==> config.mk <==
export PLATFORM = sky130hd
export DESIGN_NAME = utf8_sanitizer_unit_flat
export DESIGN_NICKNAME = d
export VERILOG_FILES = /design/src/hdl/utf8s_pkg.sv /design/src/hdl/utf8s_if.sv /design/src/hdl/utf8_sanitizer_unit.sv /design/src/hdl/utf8s_step.sv /design/src/hdl/utf8s_res_fifo.sv /design/src/flat_wrapper.sv
export SDC_FILE = /design/constraint.sdc
export NUM_CORES = 1
export LEC_CHECK = 0
export ABC_CLOCK_PERIOD_IN_PS = 8000
export BUFFER_PORTS_ARGS = -buffer_cell sky130_fd_sc_hd__buf_2
export CAP_MARGIN = 20
export CORE_MARGIN = 5
export CORE_UTILIZATION = 60
export DETAILED_ROUTE_END_ITERATION = 6
export PLACE_DENSITY = 0.83
export SETUP_SLACK_MARGIN = 0.2
export SYNTH_ARGS = -nofsm -noshare
export SYNTH_HDL_FRONTEND = slang
export SYNTH_HIERARCHICAL = 1
export SYNTH_SLANG_ARGS = --single-unit
==> constraint.sdc <==
create_clock -name clk -period 8 [get_ports clk]
set_input_delay 0.8 -clock clk [delete_from_list [all_inputs] [get_ports clk]]
set_output_delay 0.8 -clock clk [all_outputs]
set_load 0.03 [all_outputs]
==> src/hdl/utf8s_pkg.sv <==
// utf8s_pkg: shared types and byte constants for the UTF-8 sanitizer.
// No dependencies; the unit, the decode step and the result queue import this package.
`timescale 1ns / 1ps

package utf8s_pkg;

  // Most result items one input item can cause
  localparam int MAX_RES = 4;

  localparam logic [7:0] SPACE_BYTE = 8'h20;
  localparam logic [7:0] ASCII_MAX  = 8'h7F;
  localparam logic [7:0] CONT_LO    = 8'h80;
  localparam logic [7:0] CONT_HI    = 8'hBF;
  localparam logic [7:0] LEAD2_LO   = 8'hC2;
  localparam logic [7:0] LEAD2_HI   = 8'hDF;
  localparam logic [7:0] LEAD3_LO   = 8'hE0;
  localparam logic [7:0] LEAD3_HI   = 8'hEF;
  localparam logic [7:0] LEAD4_LO   = 8'hF0;
  localparam logic [7:0] LEAD4_HI   = 8'hF4;

  // Second-byte limits for the special lead bytes
  localparam logic [7:0] LEAD_E0    = 8'hE0;
  localparam logic [7:0] LEAD_ED    = 8'hED;
  localparam logic [7:0] LEAD_F0    = 8'hF0;
  localparam logic [7:0] LEAD_F4    = 8'hF4;
  localparam logic [7:0] E0_SEC_MIN = 8'hA0;
  localparam logic [7:0] ED_SEC_MAX = 8'h9F;
  localparam logic [7:0] F0_SEC_MIN = 8'h90;
  localparam logic [7:0] F4_SEC_MAX = 8'h8F;

  typedef logic [1:0] held_cnt_t;
  typedef logic [2:0] seq_len_t;
  typedef logic [2:0] res_cnt_t;

  typedef struct packed {
    logic [7:0] in_byte;
    logic       end_of_text;
  } in_item_t;

  typedef struct packed {
    logic [7:0] out_byte;
    logic       run_last;
    logic       text_last;
  } res_t;

  // All result items of one input item, in order; cnt of them are valid
  typedef struct packed {
    res_cnt_t              cnt;
    res_t [MAX_RES-1:0]    res;
  } res_grp_t;

endpackage

==> src/hdl/utf8s_if.sv <==
// utf8s_if: valid/ready channel interfaces for the sanitizer's input and result items.
// No dependencies.
`timescale 1ns / 1ps

interface utf8s_in_if;
  logic       valid;
  logic       ready;
  logic [7:0] in_byte;
  logic       end_of_text;

  modport source (output valid, output in_byte, output end_of_text, input ready);
  modport sink   (input valid, input in_byte, input end_of_text, output ready);
endinterface

interface utf8s_out_if;
  logic       valid;
  logic       ready;
  logic [7:0] out_byte;
  logic       run_last;
  logic       text_last;

  modport source (output valid, output out_byte, output run_last, output text_last,
                  input ready);
  modport sink   (input valid, input out_byte, input run_last, input text_last,
                  output ready);
endinterface

==> src/hdl/utf8_sanitizer_unit.sv <==
// An item is taken into the input register and decoded from there once the queue has room
// for a full group; its results are then written into the result queue. Throughput: one
// item per cycle while the result queue holds no more than FIFO_DEPTH - 4 items; results
// leave at one per cycle while out_if.ready is high, and over a text one result leaves
// per item. Reset (synchronous, active low) empties the input register and the queue and
// returns the decoder to idle with nothing held.
`timescale 1ns / 1ps

module utf8_sanitizer_unit import utf8s_pkg::*; #(
  // Result queue depth: a power of two, at least 4
  parameter int FIFO_DEPTH = 8
) (
  input  logic         clk,
  input  logic         rst_n,
  utf8s_in_if.sink     in_if,
  utf8s_out_if.source  out_if
);

  // Input register: holds one item until the decoder can place all of its
  // results in the queue.
  logic     in_v_r;
  in_item_t in_item_r;
  logic     accept;

  // Decoder / queue handshake
  logic     fire;
  logic     room;
  res_grp_t grp;
  logic     head_valid;
  res_t     head;
  logic     pop;

  // Advance the held item when the queue has room for a full group; this
  // depends only on registered state, so in_if.ready has no path from out_if.
  assign fire        = in_v_r && room;
  assign in_if.ready = !in_v_r || room;
  assign accept      = in_if.valid && in_if.ready;

  always_ff @(posedge clk) begin
    if (!rst_n) begin
      in_v_r <= 1'b0;
    end else if (in_if.ready) begin
      in_v_r <= in_if.valid;
    end
  end

  // Payload register needs no reset
  always_ff @(posedge clk) begin
    if (accept) begin
      in_item_r.in_byte     <= in_if.in_byte;
      in_item_r.end_of_text <= in_if.end_of_text;
    end
  end

  // Decode the item against the held sequence: emit completed characters,
  // turn failed or unfinished bytes into spaces, or hold a partial sequence.
  utf8s_step u_step (
    .clk   (clk),
    .rst_n (rst_n),
    .fire  (fire),
    .item  (in_item_r),
    .grp   (grp)
  );

  // Queue the group (zero to four items) and drain one item per cycle while out_if.ready is high.
  utf8s_res_fifo #(
    .DEPTH (FIFO_DEPTH)
  ) u_fifo (
    .clk        (clk),
    .rst_n      (rst_n),
    .push       (fire),
    .grp        (grp),
    .room       (room),
    .head_valid (head_valid),
    .head       (head),
    .pop        (pop)
  );

  assign out_if.valid     = head_valid;
  assign out_if.out_byte  = head.out_byte;
  assign out_if.run_last  = head.run_last;
  assign out_if.text_last = head.text_last;
  assign pop              = head_valid && out_if.ready;

endmodule

==> src/hdl/utf8s_step.sv <==
// utf8s_step: sequence state and the per-item decode that yields a group of results.
// Depends on utf8s_pkg.
`timescale 1ns / 1ps

module utf8s_step import utf8s_pkg::*; (
  input  logic     clk,
  input  logic     rst_n,
  input  logic     fire,
  input  in_item_t item,
  output res_grp_t grp
);

  logic [7:0] held_r [3];
  held_cnt_t  cnt_r, cnt_nxt;
  seq_len_t   len_r, len_nxt;

  logic [7:0] b;
  logic       eot;
  seq_len_t   lead_len;
  logic       fresh_emit;
  logic [7:0] fresh_byte;
  logic       in_seq, ok, done;
  res_cnt_t   pre_cnt;
  logic       pre_keep;
  logic       tail_v;
  logic [7:0] tail_byte;
  logic       wr_lead, wr_cont;
  res_cnt_t   n;
  logic [7:0] pre_byte [MAX_RES];

  function automatic logic cont_ok(input logic [7:0] lead, input held_cnt_t pos,
                                   input logic [7:0] cb);
    logic r;
    r = (cb >= CONT_LO) && (cb <= CONT_HI);
    if (pos == held_cnt_t'(1)) begin
      if (lead == LEAD_E0 && cb < E0_SEC_MIN) r = 1'b0;
      if (lead == LEAD_ED && cb > ED_SEC_MAX) r = 1'b0;
      if (lead == LEAD_F0 && cb < F0_SEC_MIN) r = 1'b0;
      if (lead == LEAD_F4 && cb > F4_SEC_MAX) r = 1'b0;
    end
    return r;
  endfunction

  assign b   = item.in_byte;
  assign eot = item.end_of_text;

  // Classify the byte as a fresh start
  always_comb begin
    lead_len   = '0;
    fresh_emit = 1'b1;
    fresh_byte = SPACE_BYTE;
    case (b) inside
      [8'h00:ASCII_MAX]:   fresh_byte = b;
      [LEAD2_LO:LEAD2_HI]: begin lead_len = 3'd2; fresh_emit = 1'b0; end
      [LEAD3_LO:LEAD3_HI]: begin lead_len = 3'd3; fresh_emit = 1'b0; end
      [LEAD4_LO:LEAD4_HI]: begin lead_len = 3'd4; fresh_emit = 1'b0; end
      default: ;
    endcase
  end

  assign in_seq = (cnt_r != '0) && (len_r > {1'b0, cnt_r});
  assign ok     = cont_ok(held_r[0], cnt_r, b);
  assign done   = (({1'b0, cnt_r}) + 3'd1) == len_r;

  // Results are a prefix (held bytes or spaces) and at most one tail byte
  always_comb begin
    pre_cnt   = '0;
    pre_keep  = 1'b0;
    tail_v    = 1'b0;
    tail_byte = fresh_byte;
    cnt_nxt   = '0;
    len_nxt   = '0;
    wr_lead   = 1'b0;
    wr_cont   = 1'b0;
    if (in_seq && ok && done) begin
      pre_cnt   = {1'b0, cnt_r};
      pre_keep  = 1'b1;
      tail_v    = 1'b1;
      tail_byte = b;
    end else if (in_seq && ok) begin
      wr_cont = 1'b1;
      if (eot) begin
        pre_cnt = {1'b0, cnt_r} + 3'd1;
      end else begin
        cnt_nxt = cnt_r + 2'd1;
        len_nxt = len_r;
      end
    end else begin
      pre_cnt = in_seq ? {1'b0, cnt_r} : '0;
      if (fresh_emit || eot) begin
        tail_v = 1'b1;
      end else begin
        wr_lead = 1'b1;
        cnt_nxt = 2'd1;
        len_nxt = lead_len;
      end
    end
  end

  assign n = pre_cnt + res_cnt_t'(tail_v);

  always_comb begin
    for (int k = 0; k < MAX_RES - 1; k++) begin
      pre_byte[k] = pre_keep ? held_r[k] : SPACE_BYTE;
    end
    pre_byte[MAX_RES-1] = SPACE_BYTE;
  end

  always_comb begin
    grp.cnt = fire ? n : '0;
    for (int k = 0; k < MAX_RES; k++) begin
      grp.res[k].out_byte  = (res_cnt_t'(k) < pre_cnt) ? pre_byte[k] : tail_byte;
      grp.res[k].run_last  = (res_cnt_t'(k + 1) == n);
      grp.res[k].text_last = (res_cnt_t'(k + 1) == n) && eot;
    end
  end

  always_ff @(posedge clk) begin
    if (!rst_n) begin
      cnt_r <= '0;
      len_r <= '0;
    end else if (fire) begin
      cnt_r <= cnt_nxt;
      len_r <= len_nxt;
    end
  end

  always_ff @(posedge clk) begin
    if (fire && wr_lead) held_r[0] <= b;
    if (fire && wr_cont) begin
      case (cnt_r)
        2'd1:    held_r[1] <= b;
        2'd2:    held_r[2] <= b;
        default: ;
      endcase
    end
  end

`ifndef SYNTHESIS
  a_held_below_len: assert property (@(posedge clk) disable iff (!rst_n)
    (cnt_r != '0) |-> (len_r > {1'b0, cnt_r}))
    else $error("held count not below sequence length");

  a_eot_gives_result: assert property (@(posedge clk) disable iff (!rst_n)
    (fire && eot) |-> (grp.cnt != '0))
    else $error("end of text produced no result");

  a_eot_clears: assert property (@(posedge clk) disable iff (!rst_n)
    (fire && eot) |=> (cnt_r == '0 && len_r == '0))
    else $error("state not idle after end of text");
`endif

endmodule

==> src/hdl/utf8s_res_fifo.sv <==
// utf8s_res_fifo: result queue that takes a group of up to MAX_RES items per cycle
// and hands out one per cycle while pop is high. Depends on utf8s_pkg.
`timescale 1ns / 1ps

module utf8s_res_fifo import utf8s_pkg::*; #(
  parameter int DEPTH = 8
) (
  input  logic     clk,
  input  logic     rst_n,
  input  logic     push,
  input  res_grp_t grp,
  output logic     room,
  output logic     head_valid,
  output res_t     head,
  input  logic     pop
);

  localparam int AW = $clog2(DEPTH);
  localparam int CW = $clog2(DEPTH + 1);

  res_t          mem_r [DEPTH];
  logic [AW-1:0] rd_ptr_r, wr_ptr_r;
  logic [CW-1:0] count_r, count_nxt;
  logic [CW-1:0] push_n;

  assign push_n     = push ? CW'(grp.cnt) : '0;
  assign count_nxt  = count_r + push_n - CW'(pop);
  assign room       = count_r <= CW'(DEPTH - MAX_RES);
  assign head_valid = count_r != '0;
  assign head       = mem_r[rd_ptr_r];

  always_ff @(posedge clk) begin
    if (!rst_n) begin
      rd_ptr_r <= '0;
      wr_ptr_r <= '0;
      count_r  <= '0;
    end else begin
      rd_ptr_r <= rd_ptr_r + AW'(pop);
      wr_ptr_r <= wr_ptr_r + AW'(push_n);
      count_r  <= count_nxt;
    end
  end

  always_ff @(posedge clk) begin
    for (int k = 0; k < MAX_RES; k++) begin
      if (push && res_cnt_t'(k) < grp.cnt) mem_r[wr_ptr_r + AW'(k)] <= grp.res[k];
    end
  end

`ifndef SYNTHESIS
  a_count_bound: assert property (@(posedge clk) disable iff (!rst_n)
    count_r <= CW'(DEPTH))
    else $error("result queue overfilled");

  a_push_has_room: assert property (@(posedge clk) disable iff (!rst_n)
    (push && grp.cnt != '0) |-> room)
    else $error("group pushed without room");

  a_pop_only: assert property (@(posedge clk) disable iff (!rst_n)
    (pop && !push) |=> (count_r == $past(count_r) - CW'(1)))
    else $error("count did not drop on pop");
`endif

endmodule
==> src/flat_wrapper.sv <==
// flat-port wrapper written by rule: the top's interface ports become plain ports
module utf8_sanitizer_unit_flat import utf8s_pkg::*;
#(
                                                   
  parameter int FIFO_DEPTH = 8
)
  (clk, rst_n, in_if_valid, in_if_in_byte, in_if_end_of_text, in_if_ready, out_if_valid, out_if_out_byte, out_if_run_last, out_if_text_last, out_if_ready);
  utf8s_in_if in_if_i ();
  utf8s_out_if out_if_i ();
  input  logic clk;
  input  logic rst_n;
  input wire logic [$bits(in_if_i.valid)-1:0] in_if_valid;
  input wire logic [$bits(in_if_i.in_byte)-1:0] in_if_in_byte;
  input wire logic [$bits(in_if_i.end_of_text)-1:0] in_if_end_of_text;
  output wire logic [$bits(in_if_i.ready)-1:0] in_if_ready;
  output wire logic [$bits(out_if_i.valid)-1:0] out_if_valid;
  output wire logic [$bits(out_if_i.out_byte)-1:0] out_if_out_byte;
  output wire logic [$bits(out_if_i.run_last)-1:0] out_if_run_last;
  output wire logic [$bits(out_if_i.text_last)-1:0] out_if_text_last;
  input wire logic [$bits(out_if_i.ready)-1:0] out_if_ready;
  assign in_if_i.valid = in_if_valid;
  assign in_if_i.in_byte = in_if_in_byte;
  assign in_if_i.end_of_text = in_if_end_of_text;
  assign in_if_ready = in_if_i.ready;
  assign out_if_valid = out_if_i.valid;
  assign out_if_out_byte = out_if_i.out_byte;
  assign out_if_run_last = out_if_i.run_last;
  assign out_if_text_last = out_if_i.text_last;
  assign out_if_i.ready = out_if_ready;
  utf8_sanitizer_unit #(.FIFO_DEPTH(FIFO_DEPTH)) u_core (.clk(clk), .rst_n(rst_n), .in_if(in_if_i), .out_if(out_if_i));
endmodule
==> results of run 1 <==
## worst max path at each step
stage	slack (ps)	cells past startpoint	startpoint	endpoint
after floorplan	3790	16	u_core/u_step/cnt_r[1]	u_core/u_fifo/mem_r[1][0]
after CTS	2730	14	u_core/u_step/cnt_r[0]	u_core/u_fifo/mem_r[3][2]
after global placement	2920	14	u_core/u_step/cnt_r[0]	u_core/u_fifo/mem_r[3][4]
after global routing	2170	14	u_core/u_step/cnt_r[0]	u_core/u_fifo/mem_r[3][7]
after detailed placement	2740	14	u_core/u_step/cnt_r[0]	u_core/u_fifo/mem_r[3][4]
final	2590	14	u_core/u_step/cnt_r[0]	u_core/u_fifo/mem_r[7][4]
## state kept, by name (all words and copies together) (netlist names)
register	cells
u_core/in_item_r	9
u_core/u_step/cnt_r	2
u_core/u_step/held_r	24
u_core/u_fifo/mem_r	80
u_core/u_fifo/count_r	4
u_core/in_v_r	1
u_core/u_step/len_r	3
u_core/u_fifo/rd_ptr_r	3
u_core/u_fifo/wr_ptr_r	3
## layer usage
layer / routed length, µm / vias to the layer above
met1: 9810 / 3296
met2: 11900 / 564
met4: 1260 / 0
met3: 3620 / 112
met5: 0 / -
li1: - / 2931
## critical path: stages (launching register included)
cell      delay, ps
dfxtp_1         510
inv_1           160
ha_1            390
xor2_1          180
or3_1           520
nand4_1         250
nand2_1          80
ha_1            200
ha_1            210
xor2_1          300
and2_1          520
o21bai_1        270
nor3_2          940
nor2_1          130
nand2_1         380
## power breakdown
part	internal (mW)	switching, mW
combinational	0.195	0.280
sequential	0.765	0.0358
clock	0.474	0.289
total	1.43	0.605
## per-stage QoR
step           instance area (µm²)  hold slack [ps]  power (mW)  util (%)
2_1_floorplan                 8490              459        1.15         -
3_3_place_gp                  8480              479        1.27      61.1
3_5_place_dp                  8490              489        1.28      61.2
4_1_cts                       9060              497        2.04      65.3
5_1_grt                       9090              522        2.12      65.5
6_report                      9090              501        2.04      65.5
## area by class of cell
| class | instances | area [µm²] | area share, % |
|---|---|---|---|
| clock buffers | 23 | 468 | 5.15 |
| clock inverters | 9 | 106 | 1.17 |
| inverters | 33 | 124 | 1.36 |
| multi-input cells | 537 | 4240 | 46.7 |
| flip-flops and latches | 129 | 3710 | 40.9 |
| well taps | 180 | 225 | 2.48 |
| repair buffers | 36 | 210 | 2.31 |
## synthesized netlist by cell type (6+ instances only)
cell,n,area (µm²)
dfxtp_1,16,320
and2_1,20,125
mux2i_1,94,941
inv_1,32,120
o21ai_0,6,30.0
a21oi_1,77,385
ha_1,19,238
o22ai_1,73,457
nand3_1,9,45.0
nand4_1,6,37.5
xor2_1,8,70.1
or3_1,12,75.1
buf_1,19,71.3
mux4_2,20,450
edfxtp_1,113,3390
buf_2,22,110
xnor2_1,6,52.6
nand2_1,42,158
mux2_2,11,124
nor3_1,11,55.1
nor2_1,19,71.3
nand2b_1,7,43.8
buf_4,8,60.1
clkbuf_1,38,143
## cells by family (layout without fill, tap and decap cells)
group	count (synthesis)	count (layout)	share of synthesized area, %
muxes	125	125	17.8
buffers and inverters	125	101	6.57
xor gates and xnor gates	15	15	1.64
adders and majority gates	22	22	3.39
and+or+nand+nor	168	168	11.3
AOI/OAI and AO/OA	207	207	15.6
DFF	129	129	43.7
## cell usage in the layout, fill, tap and decap left out, drive strengths merged, types with 11 or more instances in the layout
cell type	n
ha	19
nor2	20
buf	36
nor3	15
mux2	11
dfxtp	16
a21oi	78
or3	12
mux4	20
inv	34
edfxtp	113
clkbuf	23
o22ai	73
mux2i	94
nand2	42
and2	25
==> metrics.csv, run 1 <==
stage,metric,value,unit
outcome,status,"finished, final reports clean",
worst_setup_path,reg2reg_to,u_core/u_fifo/mem_r[7][4],
finish,final_layout_size_suffix_gt1_share,15.6,%
worst_setup_path,reg2regPathDepth,14,
worst_setup_path,endpoint_kind,flop,
clock_tree,cts_max_level,4,
global_route,grtUsageMet2,48.7,%
power,p_leak,3.37,nW
sta,clock_skew,7.08,ps
sta,finalCritPeriodShare,67.6,%
routing,drt-wirelength-per-cell,28.1,µm
clock_tree,clk_pin_slew,60,ps
sta,hold_viol_final,0,
yosys,synth_flop_cell,edfxtp_1,
yosys,synth-seq-cells,129,
yosys,synth_seq_area_share,43.7,%
yosys,synthArstFlopShare,0,%
global_route,grt_max_degree,29,
place,port_buffers,24,
routing,viasPerCell,7.29,
clock_tree,cts-root-buf,clkbuf_16,
clock_tree,clk_latency,420,ps
sta,finalWorstSetupSlack,2590,ps
sta,tns,0,ps
global_route,busiest_layer,met2,
worst_setup_path,reg2reg_from,u_core/u_step/cnt_r[0],
global_route,antenna_found_initial,0,
sta,slew_violations,0,
sta,fin_crit,5410,ps
worst_hold_path,hold_class,reg -> reg,
global_route,use_met3,8.88,%
floorplanning,die-area,16600,µm²
yosys,synth.cell_area,8490,µm²
yosys,synth_edf_count,113,
worst_hold_path,min_to,u_core/u_step/len_r[1],
sta,rsz0062_at_grt,false,
finish,final_cell_count_no_fill,947,
power,ir_drop,143,µV
yosys,synth_area_per_cell,10.7,µm²
worst_setup_path,crit_type,reg -> reg,
sta,worst_slew_pin_slew,1240,ps
yosys,syn-num-nets,825,
worst_setup_path,path_max_fanout,13,
worst_setup_path,crit_required,8070,ps
clock_tree,cts.sinks,129,
power,p_per_area,224,nW/µm²
place,place_ws,2740,ps
floorplanning,io_pins,25,
clock_tree,cts_buffers,17,
clock_tree,hold_buffers,0,
worst_setup_path,start_kind,flop,
finish,fillers,1053,
clock_tree,post_cts_resized,0,
floorplanning,initial_core_util,61.2,%
finish,syn2layout_area_growth,7.03,%
sta,setup_viol,0,
worst_hold_path,hp-start,u_core/u_step/len_r[1],
place,gp_congestion,1.01,
yosys,syn_inst,791,
worst_hold_path,hold_depth,2,
floorplanning,rows,43,
routing,drt-initial-drc-count,1357,
global_route,use_met1,43.6,%
yosys,synth_cell_types,75,
global_route,grt_pass1_wl,39400,µm
finish,fin_nets,788,
finish,antenna_cells,0,
routing,ant_nets,0,
clock_tree,postCtsSetupBuffers,0,
floorplanning,core,13900,µm²
clock_tree,cts.path.max_buffers,2,
run,cap_violations,0,
place,placed_cells,912,
global_route,track_usage,32.7,%
worst_setup_path,crit_arrival,5480,ps
global_route,grt_pass1_vias,6627,
floorplanning,dieWidth,129,µm
routing,finalWirelength,26600,µm
floorplanning,die_y,129,µm
global_route,overflow,0,
yosys,yosys_warnings,6,
sta,fmax,0.185,GHz
place,dp.final_hpwl,17900,µm
sta,slew_headroom,14.8,%
routing,drc,0,
routing,dr.pass1.iters,6,
clock_tree,cts_tree,yes,
routing,via_count,6903,
worst_setup_path,r2r_slack,2590,ps
No activity file was read; power rests on OpenSTA's default activity.
==> run 2: changes to the inputs <==
--- a/config.mk
+++ b/config.mk
@@ -5,11 +5,11 @@
 export SDC_FILE = /design/constraint.sdc
 export NUM_CORES = 1
 export LEC_CHECK = 0
-export ABC_CLOCK_PERIOD_IN_PS = 8000
+export ABC_CLOCK_PERIOD_IN_PS = 4400
 export BUFFER_PORTS_ARGS = -buffer_cell sky130_fd_sc_hd__buf_2
 export CAP_MARGIN = 20
 export CORE_MARGIN = 5
-export CORE_UTILIZATION = 60
+export CORE_UTILIZATION = 57
 export DETAILED_ROUTE_END_ITERATION = 6
 export PLACE_DENSITY = 0.83
 export SETUP_SLACK_MARGIN = 0.2
==> constraint.sdc (replaced) <==
create_clock -name clk -period 4.4 [get_ports clk]
set_input_delay 0.44 -clock clk [delete_from_list [all_inputs] [get_ports clk]]
set_output_delay 0.44 -clock clk [all_outputs]
set_load 0.03 [all_outputs]
==> run 2 against run 1 <==
The run now ends with DRC left. Sequential cell count unchanged. Maximum frequency up 30%. Critical path depth increased by 3. Sequential share of layout area is 2.2 points lower. Global-route usage decreased by 6.3 points. Routed wire length shrank 9.4%. Utilization up 0.45 points. Cell area rose by 5.8%. Via count increased by 1.3%. Sequential power up 81%. Clock-buffer cell count decreased by 6. Critical path type unchanged. Largest power group is now clock. Highest routed layer unchanged.
==> metrics.csv, run 2 (same netlist as run 1, synthesis figures left out) <==
stage,metric,value,unit,change
outcome,status,"complete, but fails checks",,"was finished, final reports clean"
outcome,violations,DRC,,
finish,fin_nets,828,,was 788
worst_setup_path,crit_slowest_cell,or4b_1,,was nor3_2
floorplanning,core,14600,µm²,was 13900 µm²
worst_setup_path,crit_arrival,4290,ps,was 5480 ps
worst_setup_path,path_max_fanout,9,,was 13
sta,slew_violations,0,,unchanged
sta,tns,0,ps,unchanged
routing,dr.pass1.iters,7,,was 6
finish,regMostFlops,u_core/u_fifo/mem_r,,unchanged
floorplanning,die-area,17400,µm²,was 16600 µm²
global_route,grt_pass1_vias,6733,,was 6627
sta,fin_crit,4150,ps,was 5410 ps
floorplanning,dieWidth,132,µm,was 129 µm
clock_tree,cts-root-buf,clkbuf_16,,unchanged
finish,biggestRegsByFlops,"u_core/u_fifo/mem_r: 80 flops, u_core/u_step/held_r: 24 flops, u_core/in_item_r: 9 flops",,unchanged
clock_tree,clk_pin_slew,60,ps,about the same
worst_setup_path,crit_chain,inv_1 -> ha_1 -> nor2b_1 -> o311a_1 -> and3b_1 -> o21ai_2 -> nor2_1 -> nor2_1 -> ha_1 -> ha_4 -> xor2_2 -> and2_4 -> a21oi_2 -> or4b_1 -> buf_4 -> o22ai_1 -> a21oi_1,,was inv_1 -> ha_1 -> xor2_1 -> or3_1 -> nand4_1 -> nand2_1 -> ha_1 -> ha_1 -> xor2_1 -> and2_1 -> o21bai_1 -> nor3_2 -> nor2_1 -> nand2_1
place,dp.final_hpwl,16700,µm,was 17900 µm
finish,syn2layout_area_growth,13.3,%,was 7.03%
routing,via_count,6996,,was 6903
routing,drt-wirelength-per-cell,24.3,µm,was 28.1 µm
global_route,track_usage,26.3,%,was 32.7%
floorplanning,initial_core_util,58.2,%,was 61.2%
finish,largest_reg_flops,80,,unchanged
finish,final_layout_size_suffix_gt1_share,23.0,%,was 15.6%
clock_tree,cts_max_level,4,,unchanged
sta,holdWs,195,ps,was 501 ps
sta,slew_headroom,18.9,%,was 14.8%
power,ir_drop,322,µV,was 143 µV
sta,rsz0062_at_grt,false,,unchanged
worst_setup_path,crit_type,reg -> reg,,unchanged
routing,finalWirelength,24100,µm,was 26600 µm
finish,layout_commonest_cell,edfxtp_1,,unchanged
finish,layout_common_cells,"edfxtp_1, mux2i_1, a21oi_1",,unchanged
sta,setup_viol,0,,unchanged
routing,viasPerCell,7.06,,was 7.29
finish,final_cell_count_no_fill,991,,was 947
floorplanning,rows,44,,was 43
place,port_buffers,24,,unchanged
power,p_per_area,399,nW/µm²,was 224 nW/µm²
worst_hold_path,hold_class,in -> reg,,was reg -> reg
global_route,overflow,0,,unchanged
sta,clock_skew,10.5,ps,was 7.08 ps
floorplanning,io_pins,25,,unchanged
power,finalPower,3.84,mW,was 2.04 mW
sta,hold_viol_final,0,,unchanged
finish,antenna_cells,0,,unchanged
clock_tree,cts.sinks,129,,unchanged
routing,ant_nets,0,,unchanged
floorplanning,die_y,132,µm,was 129 µm
global_route,antenna_found_initial,0,,unchanged
worst_setup_path,crit_required,4540,ps,was 8070 ps
routing,drt-initial-drc-count,1191,,was 1357
place,placed_cell_area,8790,µm²,was 8490 µm²
place,placed_cells,953,,was 912
sta,worst_slew_pin_slew,1210,ps,was 1240 ps
worst_setup_path,path_delay_family,simple AND/OR/NAND/NOR gates,,unchanged
worst_setup_path,endpoint_kind,flop,,unchanged
worst_setup_path,worst_path_largest_cell_delay,630,ps,was 940 ps
place,gp_congestion,0.953,,was 1.01
clock_tree,hold_buffers,0,,unchanged
worst_setup_path,start_kind,flop,,unchanged
routing,drc,2,,was 0
global_route,grt_pass1_wl,36700,µm,was 39400 µm
clock_tree,cts_tree,yes,,unchanged
global_route,grt_max_degree,29,,unchanged
finish,fillers,1035,,was 1053
finish,final_area,9620,µm²,was 9090 µm²
clock_tree,clk_latency,420,ps,about the same
clock_tree,cts.path.max_buffers,2,,unchanged
run,cap_violations,0,,unchanged
power,p_leak,3.62,nW,was 3.37 nW
sta,finalCritPeriodShare,94.3,%,was 67.6%
worst_setup_path,path_buf_inv,2,,was 1
clock_tree,cts_buffers,17,,unchanged
sta,fmax,0.241,GHz,was 0.185 GHz
==> run 2: cell types whose count changed in the layout (fill, tap and decap cells not counted), sizes merged <==
cell | previous run | this run
clkbuf | 23 | 18
clkinvlp | 3 | 2
bufinv | 2 | 5
clkinv | 3 | 8
buf | 36 | 75
inv | 34 | 33
==> run 2: path summary, 6_finish.rpt <==
path,from,endpoint,slack [ps],depth (start not counted)
max,u_core/u_step/cnt_r[1],u_core/u_fifo/mem_r[0][5],250,17
max reg2reg,u_core/u_step/cnt_r[1],u_core/u_fifo/mem_r[0][5],250,17
min reg2reg,u_core/in_v_r,u_core/in_v_r,490,2
min,in_if_in_byte[0],u_core/in_item_r[1],190,1
==> run 2: final cells by class <==
| cell class | instances | area [µm²] | share of cell area [%] |
|---|---|---|---|
| clock buffers | 17 | 425 | 4.42 |
| flip-flops and latches | 129 | 3720 | 38.6 |
| multi-input cells | 537 | 4350 | 45.2 |
| repair buffers | 76 | 556 | 5.78 |
| well taps | 184 | 230 | 2.39 |
| inverters | 33 | 124 | 1.29 |
| clock inverters | 15 | 216 | 2.25 |
==> run 2: where the power goes <==
part	leakage, nW	total (mW)	internal [mW]	switching [mW]
clock network	0.312	1.54	1.00	0.544
logic	2.14	0.839	0.362	0.477
registers	1.17	1.45	1.39	0.0632
==> run 2: layer usage <==
layer | share of wire, % | vias up | wire, µm | track usage (%)
li1 | - | 2996 | - | -
met1 | 37 | 3352 | 8970 | 33.8
met2 | 48 | 532 | 11600 | 44.0
met3 | 11 | 116 | 2650 | 5.42
met4 | 3.7 | 0 | 880 | 9.89
met5 | 0 | - | 0 | 0
==> run 2: timing repair <==
item | 4_1_cts | 5_1_grt
cloned | 0 | 1
pin swaps | 0 | 5
endpoints found under the setup margin | 91 | 121
buffers inserted | 0 | 5
resized for setup | 10 | 24
==> run 2: through the flow <==
stage	worst slack, ps	utilization (%)
floorplan	206	-
global placement	145	60.3
detailed placement	40.0	60.3
CTS	210	65.0
global route	211	65.9
finish	251	65.9
==> run 3: changes to the inputs <==
--- a/config.mk
+++ b/config.mk
@@ -6,7 +6,7 @@
 export NUM_CORES = 1
 export LEC_CHECK = 0
 export ABC_CLOCK_PERIOD_IN_PS = 4400
-export BUFFER_PORTS_ARGS = -buffer_cell sky130_fd_sc_hd__buf_2
+export BUFFER_PORTS_ARGS = -buffer_cell sky130_fd_sc_hd__clkbuf_2
 export CAP_MARGIN = 20
 export CORE_MARGIN = 5
 export CORE_UTILIZATION = 57
==> run 3 against run 2 <==
The run now ends clean. Global-route usage decreased by 0.15 points. Critical path depth up 2. Sequential power is essentially flat. Maximum frequency rose by 1.2%. Clock-buffer cell count increased by 3. Die area is the same. Combinational power about the same. Routed wire length decreased by 2.7%. Worst hold slack lost 4.4 ps. Cell area shrank 0.98%. Critical endpoint is now u_core/u_fifo/mem_r[0][1].
==> metrics.csv, run 3 (same netlist as run 1, synthesis figures left out) <==
stage,metric,value,unit,change
floorplanning,die_y,132,µm,unchanged
routing,viasPerCell,7.16,,was 7.06
sta,clock_skew,13.1,ps,was 10.5 ps
worst_setup_path,crit_chain,inv_2 -> ha_1 -> nor2b_1 -> o311a_1 -> and3b_2 -> o21a_4 -> nand4_1 -> nand2_1 -> ha_2 -> ha_4 -> xor2_2 -> and2_4 -> buf_4 -> or2_2 -> nand4_1 -> buf_4 -> buf_6 -> mux2i_1 -> a21oi_1,,was inv_1 -> ha_1 -> nor2b_1 -> o311a_1 -> and3b_1 -> o21ai_2 -> nor2_1 -> nor2_1 -> ha_1 -> ha_4 -> xor2_2 -> and2_4 -> a21oi_2 -> or4b_1 -> buf_4 -> o22ai_1 -> a21oi_1
sta,fmax,0.244,GHz,was 0.241 GHz
outcome,status,"finished, final reports clean",,"was complete, but fails checks"
floorplanning,die-area,17400,µm²,unchanged
finish,layout_commonest_cell,edfxtp_1,,unchanged
worst_hold_path,hold_depth,1,,unchanged
power,ir_drop,295,µV,was 322 µV
routing,drt-initial-drc-count,1239,,was 1191
global_route,grt_pass1_wl,36600,µm,was 36700 µm
clock_tree,cts-root-buf,clkbuf_16,,unchanged
finish,layout_common_cells,"edfxtp_1, mux2i_1, a21oi_1",,unchanged
sta,worst_slew_pin_slew,1160,ps,was 1210 ps
sta,hold_viol_final,0,,unchanged
worst_setup_path,path_buf_inv,4,,was 2
power,p_leak,3.58,nW,was 3.62 nW
global_route,track_usage,26.2,%,was 26.3%
sta,slew_violations,0,,unchanged
routing,drc,0,,was 2
clock_tree,cts_max_level,4,,unchanged
clock_tree,cts_tree,yes,,unchanged
finish,fin_nets,828,,unchanged
clock_tree,clk_pin_slew,50,ps,was 60 ps
sta,setup_viol,0,,unchanged
finish,final_area,9520,µm²,was 9620 µm²
floorplanning,core,14600,µm²,unchanged
worst_setup_path,crit_required,4540,ps,about the same
finish,final_layout_size_suffix_gt1_share,22.2,%,was 23.0%
worst_setup_path,path_max_fanout,8,,was 9
global_route,overflow,0,,unchanged
worst_setup_path,worst_path_largest_cell_delay,370,ps,was 630 ps
run,cap_violations,0,,unchanged
clock_tree,clk_latency,430,ps,was 420 ps
clock_tree,cts.path.max_buffers,2,,unchanged
power,p_sw,1.04,mW,was 1.08 mW
floorplanning,rows,44,,unchanged
clock_tree,hold_buffers,0,,unchanged
worst_setup_path,crit_type,reg -> reg,,unchanged
sta,finalWorstSetupSlack,300,ps,was 251 ps
global_route,grt_max_degree,29,,unchanged
worst_setup_path,start_kind,flop,,unchanged
sta,tns,0,ps,unchanged
floorplanning,io_pins,25,,unchanged
worst_setup_path,reg2regPathDepth,19,,was 17
clock_tree,cts.sinks,129,,unchanged
place,gp_congestion,0.962,,was 0.953
power,clockPowerShare,37.3,%,was 40.3%
routing,finalWirelength,23400,µm,was 24100 µm
clock_tree,cts_buffers,17,,unchanged
sta,fin_crit,4100,ps,was 4150 ps
worst_setup_path,worst-path-stages,19,,was 17
worst_setup_path,crit_arrival,4240,ps,was 4290 ps
sta,finalCritPeriodShare,93.2,%,was 94.3%
floorplanning,initial_core_util,58.2,%,unchanged
routing,ant_nets,0,,unchanged
worst_setup_path,crit_slowest_cell,dfxtp_2,,was or4b_1
finish,regMostFlops,u_core/u_fifo/mem_r,,unchanged
global_route,antenna_found_initial,0,,unchanged
worst_hold_path,hold_class,in -> reg,,unchanged
power,swShare,28.3,%,was 28.2%
sta,rsz0062_at_grt,false,,unchanged
worst_setup_path,endpoint_kind,flop,,unchanged
routing,drt-wirelength-per-cell,23.7,µm,was 24.3 µm
place,port_buffers,24,,unchanged
place,dp.final_hpwl,16100,µm,was 16700 µm
power,p_per_area,384,nW/µm²,was 399 nW/µm²
finish,biggestRegsByFlops,"u_core/u_fifo/mem_r: 80 flops, u_core/u_step/held_r: 24 flops, u_core/in_item_r: 9 flops",,unchanged
finish,largest_reg_flops,80,,unchanged
place,placed_cell_area,8720,µm²,was 8790 µm²
worst_setup_path,path_delay_family,simple AND/OR/NAND/NOR gates,,unchanged
global_route,grt_pass1_vias,6922,,was 6733
place,place_ws,-74.1,ps,was 40.0 ps
finish,final_util,65.3,%,was 65.9%
power,internal_power,2.62,mW,was 2.75 mW
sta,slew_headroom,22.2,%,was 18.9%
finish,syn2layout_area_growth,12.2,%,was 13.3%
floorplanning,dieWidth,132,µm,unchanged
finish,antenna_cells,0,,unchanged
routing,via_count,7079,,was 6996
routing,dr.pass1.iters,7,,unchanged
power,comb_power_share,23.0,%,was 21.9%
power,power_frac_seq,39.7,%,was 37.9%
-- run 3: cell types whose count changed in the layout (fill, tap and decap cells not counted), moves of 3 or more --
cell and delta:
buf_2 -24, clkbuf_2 +24, clkinv_1 +5, clkbuf_1 +3, clkinv_2 -3, clkinv_4 -3
-- run 3: per-layer routing --
metal / part of all wire [%] / vias up / GRT usage (%)
li1: - / 3012 / -
met1: 37 / 3383 / 32.8
met2: 48 / 559 / 43.3
met3: 10 / 125 / 5.92
met4: 4.7 / 0 / 12.0
met5: 0 / - / 0
-- run 3: repair_timing --
item / CTS / global route
gates resized for setup: 14 / 30
gates cloned: 1 / 1
setup buffers: 3 / 7
hold endpoints to repair: 0 / 0
pin swaps: 3 / 5
endpoints found under the setup margin: 131 / 152
-- run 3: final cells by class --
class	instances	area (µm²)
clock buffers	20	437
clock inverters	10	119
fillers	997	5070
inverters	33	124
multi-input cells	537	4360
flip-flops and latches	129	3720
well taps	184	230
repair buffers	76	538
-- run 3: final timing paths --
| path | start | to | slack, ps |
|---|---|---|---|
| min reg2reg | u_core/u_step/len_r[1] | u_core/u_step/len_r[1] | 500 |
| max | u_core/u_step/cnt_r[1] | u_core/u_fifo/mem_r[0][1] | 300 |
| min | in_if_in_byte[3] | u_core/in_item_r[4] | 190 |
| max reg2reg | u_core/u_step/cnt_r[1] | u_core/u_fifo/mem_r[0][1] | 300 |
-- run 3: power groups by stage --
stage | combinational, mW | sequential [mW] | clock (mW)
2_1_floorplan | 0.657 | 1.44 | 0
3_3_place_gp | 0.788 | 1.47 | 0
3_5_place_dp | 0.820 | 1.48 | 0
4_1_cts | 0.826 | 1.45 | 1.37
5_1_grt | 0.908 | 1.46 | 1.43
6_report | 0.840 | 1.45 | 1.37
-- run 3: through the flow --
stage	cells	hold slack, ps	total power, mW
after floorplan	791	459	2.10
after global placement	947	479	2.26
after detailed placement	947	492	2.30
after CTS	981	182	3.65
after global routing	989	176	3.80
final	989	190	3.66
